<file path="config.mk">
export PLATFORM = sky130hd
export DESIGN_NAME = trs_ctrl
export DESIGN_NICKNAME = d
export VERILOG_FILES = /design/src/hdl/trs_pkg.sv /design/src/hdl/trs_ctrl.sv
export VERILOG_INCLUDE_DIRS = /design/src /design/src/hdl
export SDC_FILE = /design/constraint.sdc
export NUM_CORES = 1
export LEC_CHECK = 0
export ABC_CLOCK_PERIOD_IN_PS = 2210
export BUFFER_PORTS_ARGS = -buffer_cell sky130_fd_sc_hd__buf_2
export CORE_MARGIN = 4
export CORE_UTILIZATION = 45
export DETAILED_ROUTE_END_ITERATION = 8
export PLACE_DENSITY = 0.81
export SYNTH_ARGS = -nofsm -noshare
export SYNTH_HDL_FRONTEND = slang
export SYNTH_SLANG_ARGS = --single-unit
</file>
<file path="constraint.sdc">
create_clock -name aclk -period 2.21 [get_ports aclk]
set_clock_uncertainty 0.1 [all_clocks]
set_input_delay 0 -clock aclk [delete_from_list [all_inputs] [get_ports aclk]]
set_output_delay 0 -clock aclk [all_outputs]
set_load 0.05 [all_outputs]
</file>
<file path="src/hdl/tracker_row_sequencer_unit_assert.svh">
// assertion macros shared by the row sequencer modules
`ifndef TRACKER_ROW_SEQUENCER_UNIT_ASSERT_SVH
`define TRACKER_ROW_SEQUENCER_UNIT_ASSERT_SVH

// same-cycle implication
`define TRS_ASSERT_IMP(name, clk, rstn, pre, post) \
    name: assert property (@(posedge clk) disable iff (!(rstn)) (pre) |-> (post)) \
        else $error("row sequencer assertion failed");

// next-cycle implication
`define TRS_ASSERT_NXT(name, clk, rstn, pre, post) \
    name: assert property (@(posedge clk) disable iff (!(rstn)) (pre) |=> (post)) \
        else $error("row sequencer assertion failed");

`endif

</file>
<file path="src/hdl/trs_pkg.sv">
// types, constants and tables of the tracker row sequencer
package trs_pkg;

    localparam int ROW_BYTES    = 12;
    localparam int MAX_ROWS_DEF = 1344;
    localparam int MEL_CH_DEF   = 6;
    localparam int MAX_WRITES   = 42;
    localparam int DRUM_COL     = 11;

    localparam logic [1:0] REQ_LOAD    = 2'd0;
    localparam logic [1:0] REQ_TICK    = 2'd1;
    localparam logic [1:0] REQ_RESTART = 2'd2;

    localparam logic [1:0] CFG_TPR   = 2'd0;
    localparam logic [1:0] CFG_ROWS  = 2'd1;
    localparam logic [1:0] CFG_CMUTE = 2'd2;
    localparam logic [1:0] CFG_DMUTE = 2'd3;

    localparam logic [1:0] WS_MEL   = 2'd0;
    localparam logic [1:0] WS_PATCH = 2'd1;
    localparam logic [1:0] WS_BD0   = 2'd2;
    localparam logic [1:0] WS_BD1   = 2'd3;

    localparam logic [3:0] PID_NONE   = 4'd0;
    localparam logic [3:0] PID_BASS   = 4'd1;
    localparam logic [3:0] PID_SNARE  = 4'd2;
    localparam logic [3:0] PID_SNARE2 = 4'd3;
    localparam logic [3:0] PID_HIHAT  = 4'd4;
    localparam logic [3:0] PID_HIOP   = 4'd5;
    localparam logic [3:0] PID_CRASH  = 4'd6;
    localparam logic [3:0] PID_TOM1   = 4'd7;
    localparam logic [3:0] PID_TOM2   = 4'd8;

    localparam logic [7:0] PATCH_SKIP = 8'h92;
    localparam logic [7:0] REG_RHYTHM = 8'hBD;

    typedef struct packed {
        logic       take;
        logic       rd_en;
        logic [3:0] ch;
        logic       cap_cmd;
        logic       cap_drum;
        logic       emit;
        logic [1:0] wsel;
        logic [1:0] sub;
        logic       seg;
        logic [3:0] idx;
    } trs_cmd_t;

    typedef struct packed {
        logic       play_start;
        logic       mel_act;
        logic       mel_full;
        logic [3:0] seg_len;
        logic       patch_skip;
        logic       out_free;
    } trs_sts_t;

    typedef struct packed {
        logic [3:0] pid0;
        logic [3:0] pid1;
        logic [4:0] bl;
    } drum_plan_t;

    localparam logic [7:0] REG_BASE [10] = '{8'h30, 8'h33, 8'h50, 8'h53, 8'h70,
                                             8'h73, 8'h90, 8'h93, 8'hA6, 8'hB6};
    localparam logic [7:0] V_SNARE  [10] = '{8'h04, 8'h0F, 8'h3F, 8'h02, 8'hF1,
                                             8'hF7, 8'hFF, 8'hF7, 8'h59, 8'h01};
    localparam logic [7:0] V_SNARE2 [10] = '{8'h04, 8'h0F, 8'h3F, 8'h02, 8'hF1,
                                             8'hF7, 8'hFF, 8'hF7, 8'h20, 8'h02};
    localparam logic [7:0] V_BASS   [10] = '{8'h01, 8'h01, 8'h00, 8'h00, 8'hCF,
                                             8'hCF, 8'h68, 8'h07, 8'hAB, 8'h09};
    localparam logic [7:0] V_HIHAT  [10] = '{8'h01, 8'h09, 8'h30, 8'h0A, 8'hF7,
                                             8'hF6, 8'h77, 8'h77, 8'hFF, 8'h11};
    localparam logic [7:0] V_HIOP   [10] = '{8'h00, 8'h0F, 8'h12, 8'h30, 8'hF1,
                                             8'hF6, 8'h24, 8'hF8, 8'h58, 8'h18};
    localparam logic [7:0] V_CRASH  [10] = '{8'h00, 8'h0F, 8'h00, 8'h30, 8'hF6,
                                             8'hF6, 8'h24, 8'hF8, 8'h58, 8'h13};
    localparam logic [7:0] V_TOM1   [10] = '{8'h01, 8'h03, 8'h00, 8'h00, 8'hF6,
                                             8'hF2, 8'h27, 8'h28, 8'h58, 8'h14};
    localparam logic [7:0] V_TOM2   [10] = '{8'h01, 8'h03, 8'h02, 8'h00, 8'hF6,
                                             8'hF2, 8'h25, 8'h28, 8'h58, 8'h11};

    function automatic logic [9:0] fnum(input logic [3:0] semi);
        case (semi)
            4'd0:    fnum = 10'h159;
            4'd1:    fnum = 10'h16D;
            4'd2:    fnum = 10'h183;
            4'd3:    fnum = 10'h19A;
            4'd4:    fnum = 10'h1B2;
            4'd5:    fnum = 10'h1CC;
            4'd6:    fnum = 10'h1E8;
            4'd7:    fnum = 10'h205;
            4'd8:    fnum = 10'h223;
            4'd9:    fnum = 10'h244;
            4'd10:   fnum = 10'h267;
            default: fnum = 10'h28B;
        endcase
    endfunction

    // note number 0..62 into octave and semitone
    function automatic logic [6:0] note_split(input logic [5:0] n);
        logic [2:0] oct;
        logic [5:0] rem;
        oct = 3'd0;
        for (int k = 1; k < 6; k++) begin
            if (n >= 6'(12 * k)) begin
                oct = 3'(k);
            end
        end
        rem = n - ({oct, 3'b000} + {1'b0, oct, 2'b00});
        note_split = {oct, rem[3:0]};
    endfunction

    function automatic drum_plan_t drum_plan(input logic [3:0] sel, input logic sys2);
        drum_plan_t p;
        p = '{pid0: PID_NONE, pid1: PID_NONE, bl: 5'h00};
        if (sys2) begin
            case (sel)
                4'd1:        p = '{pid0: PID_BASS, pid1: PID_CRASH, bl: 5'h11};
                4'd7:        p = '{pid0: PID_HIHAT, pid1: PID_NONE, bl: 5'h02};
                4'd11, 4'd12: p = '{pid0: PID_SNARE, pid1: PID_NONE, bl: 5'h08};
                default:     p = '{pid0: PID_NONE, pid1: PID_NONE, bl: 5'h00};
            endcase
        end else begin
            case (sel)
                4'd1:        p = '{pid0: PID_BASS, pid1: PID_NONE, bl: 5'h10};
                4'd2:        p = '{pid0: PID_SNARE, pid1: PID_NONE, bl: 5'h08};
                4'd3:        p = '{pid0: PID_BASS, pid1: PID_HIOP, bl: 5'h11};
                4'd4:        p = '{pid0: PID_TOM2, pid1: PID_NONE, bl: 5'h04};
                4'd5:        p = '{pid0: PID_BASS, pid1: PID_CRASH, bl: 5'h11};
                4'd7:        p = '{pid0: PID_SNARE2, pid1: PID_NONE, bl: 5'h08};
                4'd9:        p = '{pid0: PID_TOM1, pid1: PID_NONE, bl: 5'h04};
                4'd11, 4'd12: p = '{pid0: PID_SNARE, pid1: PID_NONE, bl: 5'h08};
                default:     p = '{pid0: PID_NONE, pid1: PID_NONE, bl: 5'h00};
            endcase
        end
        drum_plan = p;
    endfunction

    function automatic logic [3:0] patch_len(input logic [3:0] pid);
        case (pid)
            PID_NONE:  patch_len = 4'd0;
            PID_CRASH: patch_len = 4'd12;
            default:   patch_len = 4'd10;
        endcase
    endfunction

    // {register, value} of one patch step
    function automatic logic [15:0] patch_write(input logic [3:0] pid, input logic [3:0] idx);
        logic [3:0] i;
        logic [7:0] bank;
        logic [7:0] v;
        i = idx;
        if (pid == PID_CRASH) begin
            i = idx - 4'd2;
        end
        if (i > 4'd9) begin
            i = 4'd9;
        end
        case (pid)
            PID_SNARE, PID_SNARE2, PID_HIOP, PID_CRASH: bank = 8'd1;
            PID_HIHAT, PID_TOM1, PID_TOM2:              bank = 8'd2;
            default:                                    bank = 8'd0;
        endcase
        case (pid)
            PID_BASS:   v = V_BASS[i];
            PID_SNARE:  v = V_SNARE[i];
            PID_SNARE2: v = V_SNARE2[i];
            PID_HIHAT:  v = V_HIHAT[i];
            PID_HIOP:   v = V_HIOP[i];
            PID_CRASH:  v = V_CRASH[i];
            PID_TOM1:   v = V_TOM1[i];
            default:    v = V_TOM2[i];
        endcase
        if (pid == PID_CRASH && idx < 4'd2) begin
            patch_write = {(idx == 4'd0) ? 8'h32 : 8'h35, 8'h3F};
        end else begin
            patch_write = {REG_BASE[i] + bank, v};
        end
    endfunction

endpackage

</file>
<file path="src/hdl/trs_ctrl.sv">
// sequencing state machine for one played row
`include "tracker_row_sequencer_unit_assert.svh"
module trs_ctrl #(
    parameter int MELODIC_CHANNELS = trs_pkg::MEL_CH_DEF
) (
    input  logic              aclk,
    input  logic              aresetn,
    input  logic              s_valid,
    output logic              s_ready,
    input  trs_pkg::trs_sts_t sts,
    output trs_pkg::trs_cmd_t cmd
);
    import trs_pkg::*;

    localparam logic [2:0] S_IDLE  = 3'd0;
    localparam logic [2:0] S_READ  = 3'd1;
    localparam logic [2:0] S_CAP   = 3'd2;
    localparam logic [2:0] S_MEL   = 3'd3;
    localparam logic [2:0] S_PATCH = 3'd4;
    localparam logic [2:0] S_BD0   = 3'd5;
    localparam logic [2:0] S_BD1   = 3'd6;
    localparam logic [3:0] DRUM_CH = 4'(MELODIC_CHANNELS);

    logic [2:0] state_reg, state_next;
    logic [3:0] ch_reg, ch_next;
    logic [1:0] sub_reg, sub_next;
    logic       seg_reg, seg_next;
    logic [3:0] idx_reg, idx_next;

    always_ff @(posedge aclk) begin
        if (!aresetn) begin
            state_reg <= S_IDLE;
            ch_reg    <= '0;
            sub_reg   <= '0;
            seg_reg   <= 1'b0;
            idx_reg   <= '0;
        end else begin
            state_reg <= state_next;
            ch_reg    <= ch_next;
            sub_reg   <= sub_next;
            seg_reg   <= seg_next;
            idx_reg   <= idx_next;
        end
    end

    always_comb begin
        state_next = state_reg;
        ch_next    = ch_reg;
        sub_next   = sub_reg;
        seg_next   = seg_reg;
        idx_next   = idx_reg;
        s_ready    = 1'b0;
        cmd        = '0;
        cmd.ch     = ch_reg;
        cmd.sub    = sub_reg;
        cmd.seg    = seg_reg;
        cmd.idx    = idx_reg;
        unique case (state_reg)
            S_IDLE: begin
                s_ready  = 1'b1;
                cmd.take = s_valid;
                if (s_valid && sts.play_start) begin
                    ch_next    = '0;
                    state_next = S_READ;
                end
            end
            S_READ: begin
                cmd.rd_en  = 1'b1;
                state_next = S_CAP;
            end
            S_CAP: begin
                if (ch_reg == DRUM_CH) begin
                    cmd.cap_drum = 1'b1;
                    seg_next     = 1'b0;
                    idx_next     = '0;
                    state_next   = S_PATCH;
                end else begin
                    cmd.cap_cmd = 1'b1;
                    sub_next    = '0;
                    state_next  = S_MEL;
                end
            end
            S_MEL: begin
                cmd.wsel = WS_MEL;
                if (!sts.mel_act) begin
                    ch_next    = ch_reg + 4'd1;
                    state_next = S_READ;
                end else if (sts.out_free) begin
                    cmd.emit = 1'b1;
                    // note-off only, or the note-on pair done
                    if ((sub_reg == 2'd0 && !sts.mel_full) || sub_reg == 2'd2) begin
                        ch_next    = ch_reg + 4'd1;
                        state_next = S_READ;
                    end else begin
                        sub_next = sub_reg + 2'd1;
                    end
                end
            end
            S_PATCH: begin
                cmd.wsel = WS_PATCH;
                if (idx_reg >= sts.seg_len) begin
                    if (seg_reg) begin
                        state_next = S_BD0;
                    end else begin
                        seg_next = 1'b1;
                        idx_next = '0;
                    end
                end else if (sts.patch_skip) begin
                    idx_next = idx_reg + 4'd1;
                end else if (sts.out_free) begin
                    cmd.emit = 1'b1;
                    idx_next = idx_reg + 4'd1;
                end
            end
            S_BD0: begin
                cmd.wsel = WS_BD0;
                if (sts.out_free) begin
                    cmd.emit   = 1'b1;
                    state_next = S_BD1;
                end
            end
            S_BD1: begin
                cmd.wsel = WS_BD1;
                if (sts.out_free) begin
                    cmd.emit   = 1'b1;
                    state_next = S_IDLE;
                end
            end
            default: begin
                state_next = S_IDLE;
            end
        endcase
    end

    `TRS_ASSERT_IMP(a_emit_free, aclk, aresetn, cmd.emit, sts.out_free)
    `TRS_ASSERT_NXT(a_row_done, aclk, aresetn, state_reg == S_BD1 && cmd.emit, state_reg == S_IDLE)
endmodule

</file>
==> summary.txt <==
Status
  • Status: finished, final reports clean

Placed design
  • Setup slack at placement: 117 ps
  • IO buf count: 30
  • Gpl congestion: 0.778
  • DP HPWL: 1920 µm

Global routing
  • Grt total ovfl: 0
  • Largest net degree at the start of global routing: 17
  • First-pass GRT wire length: 4150 µm
  • Vias in the first global route: 964
  • Tot GR Track Use: 16.3%
  • Initial antenna violation count: 0

Setup path
  • CP bufs+invs: 3
  • Top delay family on crit path: compound AO/OA/AOI/OAI gates
  • Cell mode on critical path: buf_6
  • Worst stage delay on the critical path: 380 ps
  • CP Launch Type: flop
  • Worst R2R Path Depth: 7
  • Crit path DAT: 2110 ps
  • Worst-path fanout max: 6
  • Beginning of the critical path: idx_reg[0]
  • Setup CP Type: reg -> out
  • Worst R2R Setup Slack: 170 ps
  • Slowest cell on crit path: a2111oi_4
  • WP data required: 2110 ps
  • CP Capture Type: output pin
  • RR Endpoint: idx_reg[2]
  • Worst R2R Start: idx_reg[0]
  • Critical Path, Cell by Cell: inv_4 > ha_4 > nand2b_4 > a2111oi_4 > o21bai_2 > buf_6 > nor2_2 > o31a_1 > buf_6

Clock network
  • Reg clk slew, reported paths: 80 ps
  • Total CTS buffers: 3
  • TritonCTS clock tree: yes
  • Clk buf depth: 2
  • Clk sink count: 14
  • Clock Tree Root: clkbuf_4
  • Clk Latency, worst-skew pair: 290 ps
  • Number of H-tree levels: 1

Synthesis
  • Synth unique cells: 42
  • Synth async-reset ratio: 0%
  • Seq/Total Area, Yosys: 27.3%
  • Post-synth top flop: dfxtp_1
  • Syn nets: 148
  • Register bit total from synthesis: 14
  • Syn Inst Count: 127
  • Syn_area_per_cell: 8.09 µm²
  • EDFF count, synth: 0
  • Post-Syn Area: 1030 µm²
  • Synth warn: 0

Die
  • FP Rows: 17
  • Chip height: 55.8 µm
  • Die width: 55.8 µm
  • Die area: 3110 µm²
  • Ports: 31
  • Starting Density: 46.9%
  • Core Box Area: 2190 µm²

Min path
  • Hold_sp: sts[0]
  • Hold Path End: state_reg[2]
  • Hold Path Stages: 4
  • Hold/Removal Path Class: in -> reg

Finish
  • Core occupancy in the finished layout: 59.5%
  • Most frequent cells in the layout: buf_2, nand2_1, nor2_1, dfxtp_1, inv_1
  • Final net count: 183
  • Most common cell after layout, fill and taps aside: buf_2
  • Synthesis-to-finish area growth: 26.9%
  • Layout cells sized above 1: 32.3%
  • # diodes: 0

Timing
  • RSZ-0062 raised after global routing: true
  • Slew at the pin closest to its max-slew limit: 509 ps
  • Final hold vios: 0
  • Final hold slack: 28.4 ps
  • Fmax: 453 MHz
  • Worst setup margin: 0.504 ps
  • Final period util: 100%
  • Tmin final: 2210 ps
  • Slew Viols, Final: 0
  • Worst slew margin: 66.0%
  • Final setup vio count: 0

Power and ir drop
  • Maximum vdd drop: 344 µV
  • PwrDens: 463 nW/µm²
  • P_leak: 0.597 nW

Drt
  • Routed length per instance: 13.1 µm
  • DRT iter0 DRCs: 15
  • Final Routed Wirelength: 2480 µm
  • Avg Vias per Cell: 5.38
  • Via count: 1016
  • ANT nets after route: 0
  • Post-route DRC: 0
  • TritonRoute pass-1 iters: 4

Flow run
  • Max-cap violations: 0
## stage by stage
stage / std cells / power, mW / TNS, ps / cell area [µm²]
6_report: 189 / 0.603 / 0 / 1300
3_3_place_gp: 181 / 0.406 / 0 / 1200
5_1_grt: 189 / 0.631 / -89.7 / 1300
3_5_place_dp: 181 / 0.408 / 0 / 1200
2_1_floorplan: 127 / 0.375 / 0 / 1040
4_1_cts: 188 / 0.607 / 0 / 1270
## cell type report
cell class              instances  area, µm²
clock buffers                   4       36.3
fillers                       218        887
inverters                      12       47.5
multi-input cells              96        696
flip-flops and latches         14        287
well taps                      28       35.0
repair buffers                 35        203
## report_power, final
part | total, mW | internal (mW) | switching (mW) | leakage (nW)
clock | 0.193 | 0.101 | 0.0926 | 0.0210
sequential | 0.272 | 0.256 | 0.0160 | 0.115
combinational | 0.138 | 0.0501 | 0.0883 | 0.461
## routing by layer
metal / wire length (µm) / share of wire [%] / global-route usage [%]
met1: 1060 / 43 / 20.2
met4: 39 / 1.6 / 6.25
met2: 1180 / 48 / 26.9
met5: 0 / 0 / 0
met3: 189 / 7.6 / 4.41
## worst register-to-register path: cells and delay by family (launching register included)
kind	cells	cell delay (ps)
flops	1	370
fa+ha+maj	1	220
simple gates	1	140
buf+inv	1	40
compound gates	4	1070
## cell usage after synthesis (all sizes together), types with 2 or more instances
| cell | n | area [µm²] |
|---|---|---|
| a22o | 2 | 18.8 |
| ha | 9 | 113 |
| nor3b | 2 | 15.0 |
| nor2b | 3 | 18.8 |
| a21oi | 7 | 35.0 |
| nand2b | 3 | 26.3 |
| o31ai | 3 | 22.5 |
| mux2 | 3 | 33.8 |
| inv | 11 | 41.3 |
| xnor2 | 2 | 17.5 |
| buf | 4 | 22.5 |
| o21ai | 5 | 25.0 |
| o21a | 2 | 15.0 |
| nor3 | 4 | 20.0 |
| and2 | 2 | 12.5 |
| dfxtp | 14 | 280 |
| a211oi | 2 | 15.0 |
| nor2 | 12 | 45.0 |
| o31a | 2 | 17.5 |
| nand3 | 4 | 20.0 |
| nand2 | 13 | 48.8 |
| nand3b | 2 | 15.0 |
## worst max path at each step
stage | end | cells after the start
after floorplan | idx_reg[2] | 7
after global placement | idx_reg[2] | 7
after detailed placement | idx_reg[2] | 7
after CTS | cmd[9] | 9
after global routing | cmd[9] | 9
final | cmd[9] | 9
## logic make-up (layout without fill, tap and decap cells)
logic type | Yosys count | in the layout | share of synthesized area (%)
xor gates and xnor gates | 3 | 3 | 2.56
and+or+nand+nor | 50 | 50 | 25.5
muxes | 3 | 3 | 3.29
DFF | 14 | 14 | 27.3
adders and majority gates | 9 | 9 | 11.0
buffers and inverters | 17 | 51 | 6.94
AOI/OAI and AO/OA | 31 | 31 | 23.5
## what timing repair did
item	4_1_cts	5_1_grt
pin swaps	2	4
gates cloned	0	0
hold buffers	2	0
hold endpoints to repair	3	0
setup endpoints to repair	1	1
resized for setup	2	5
buffers inserted	1	1
Note: power is estimated with default switching activity, not from simulation.
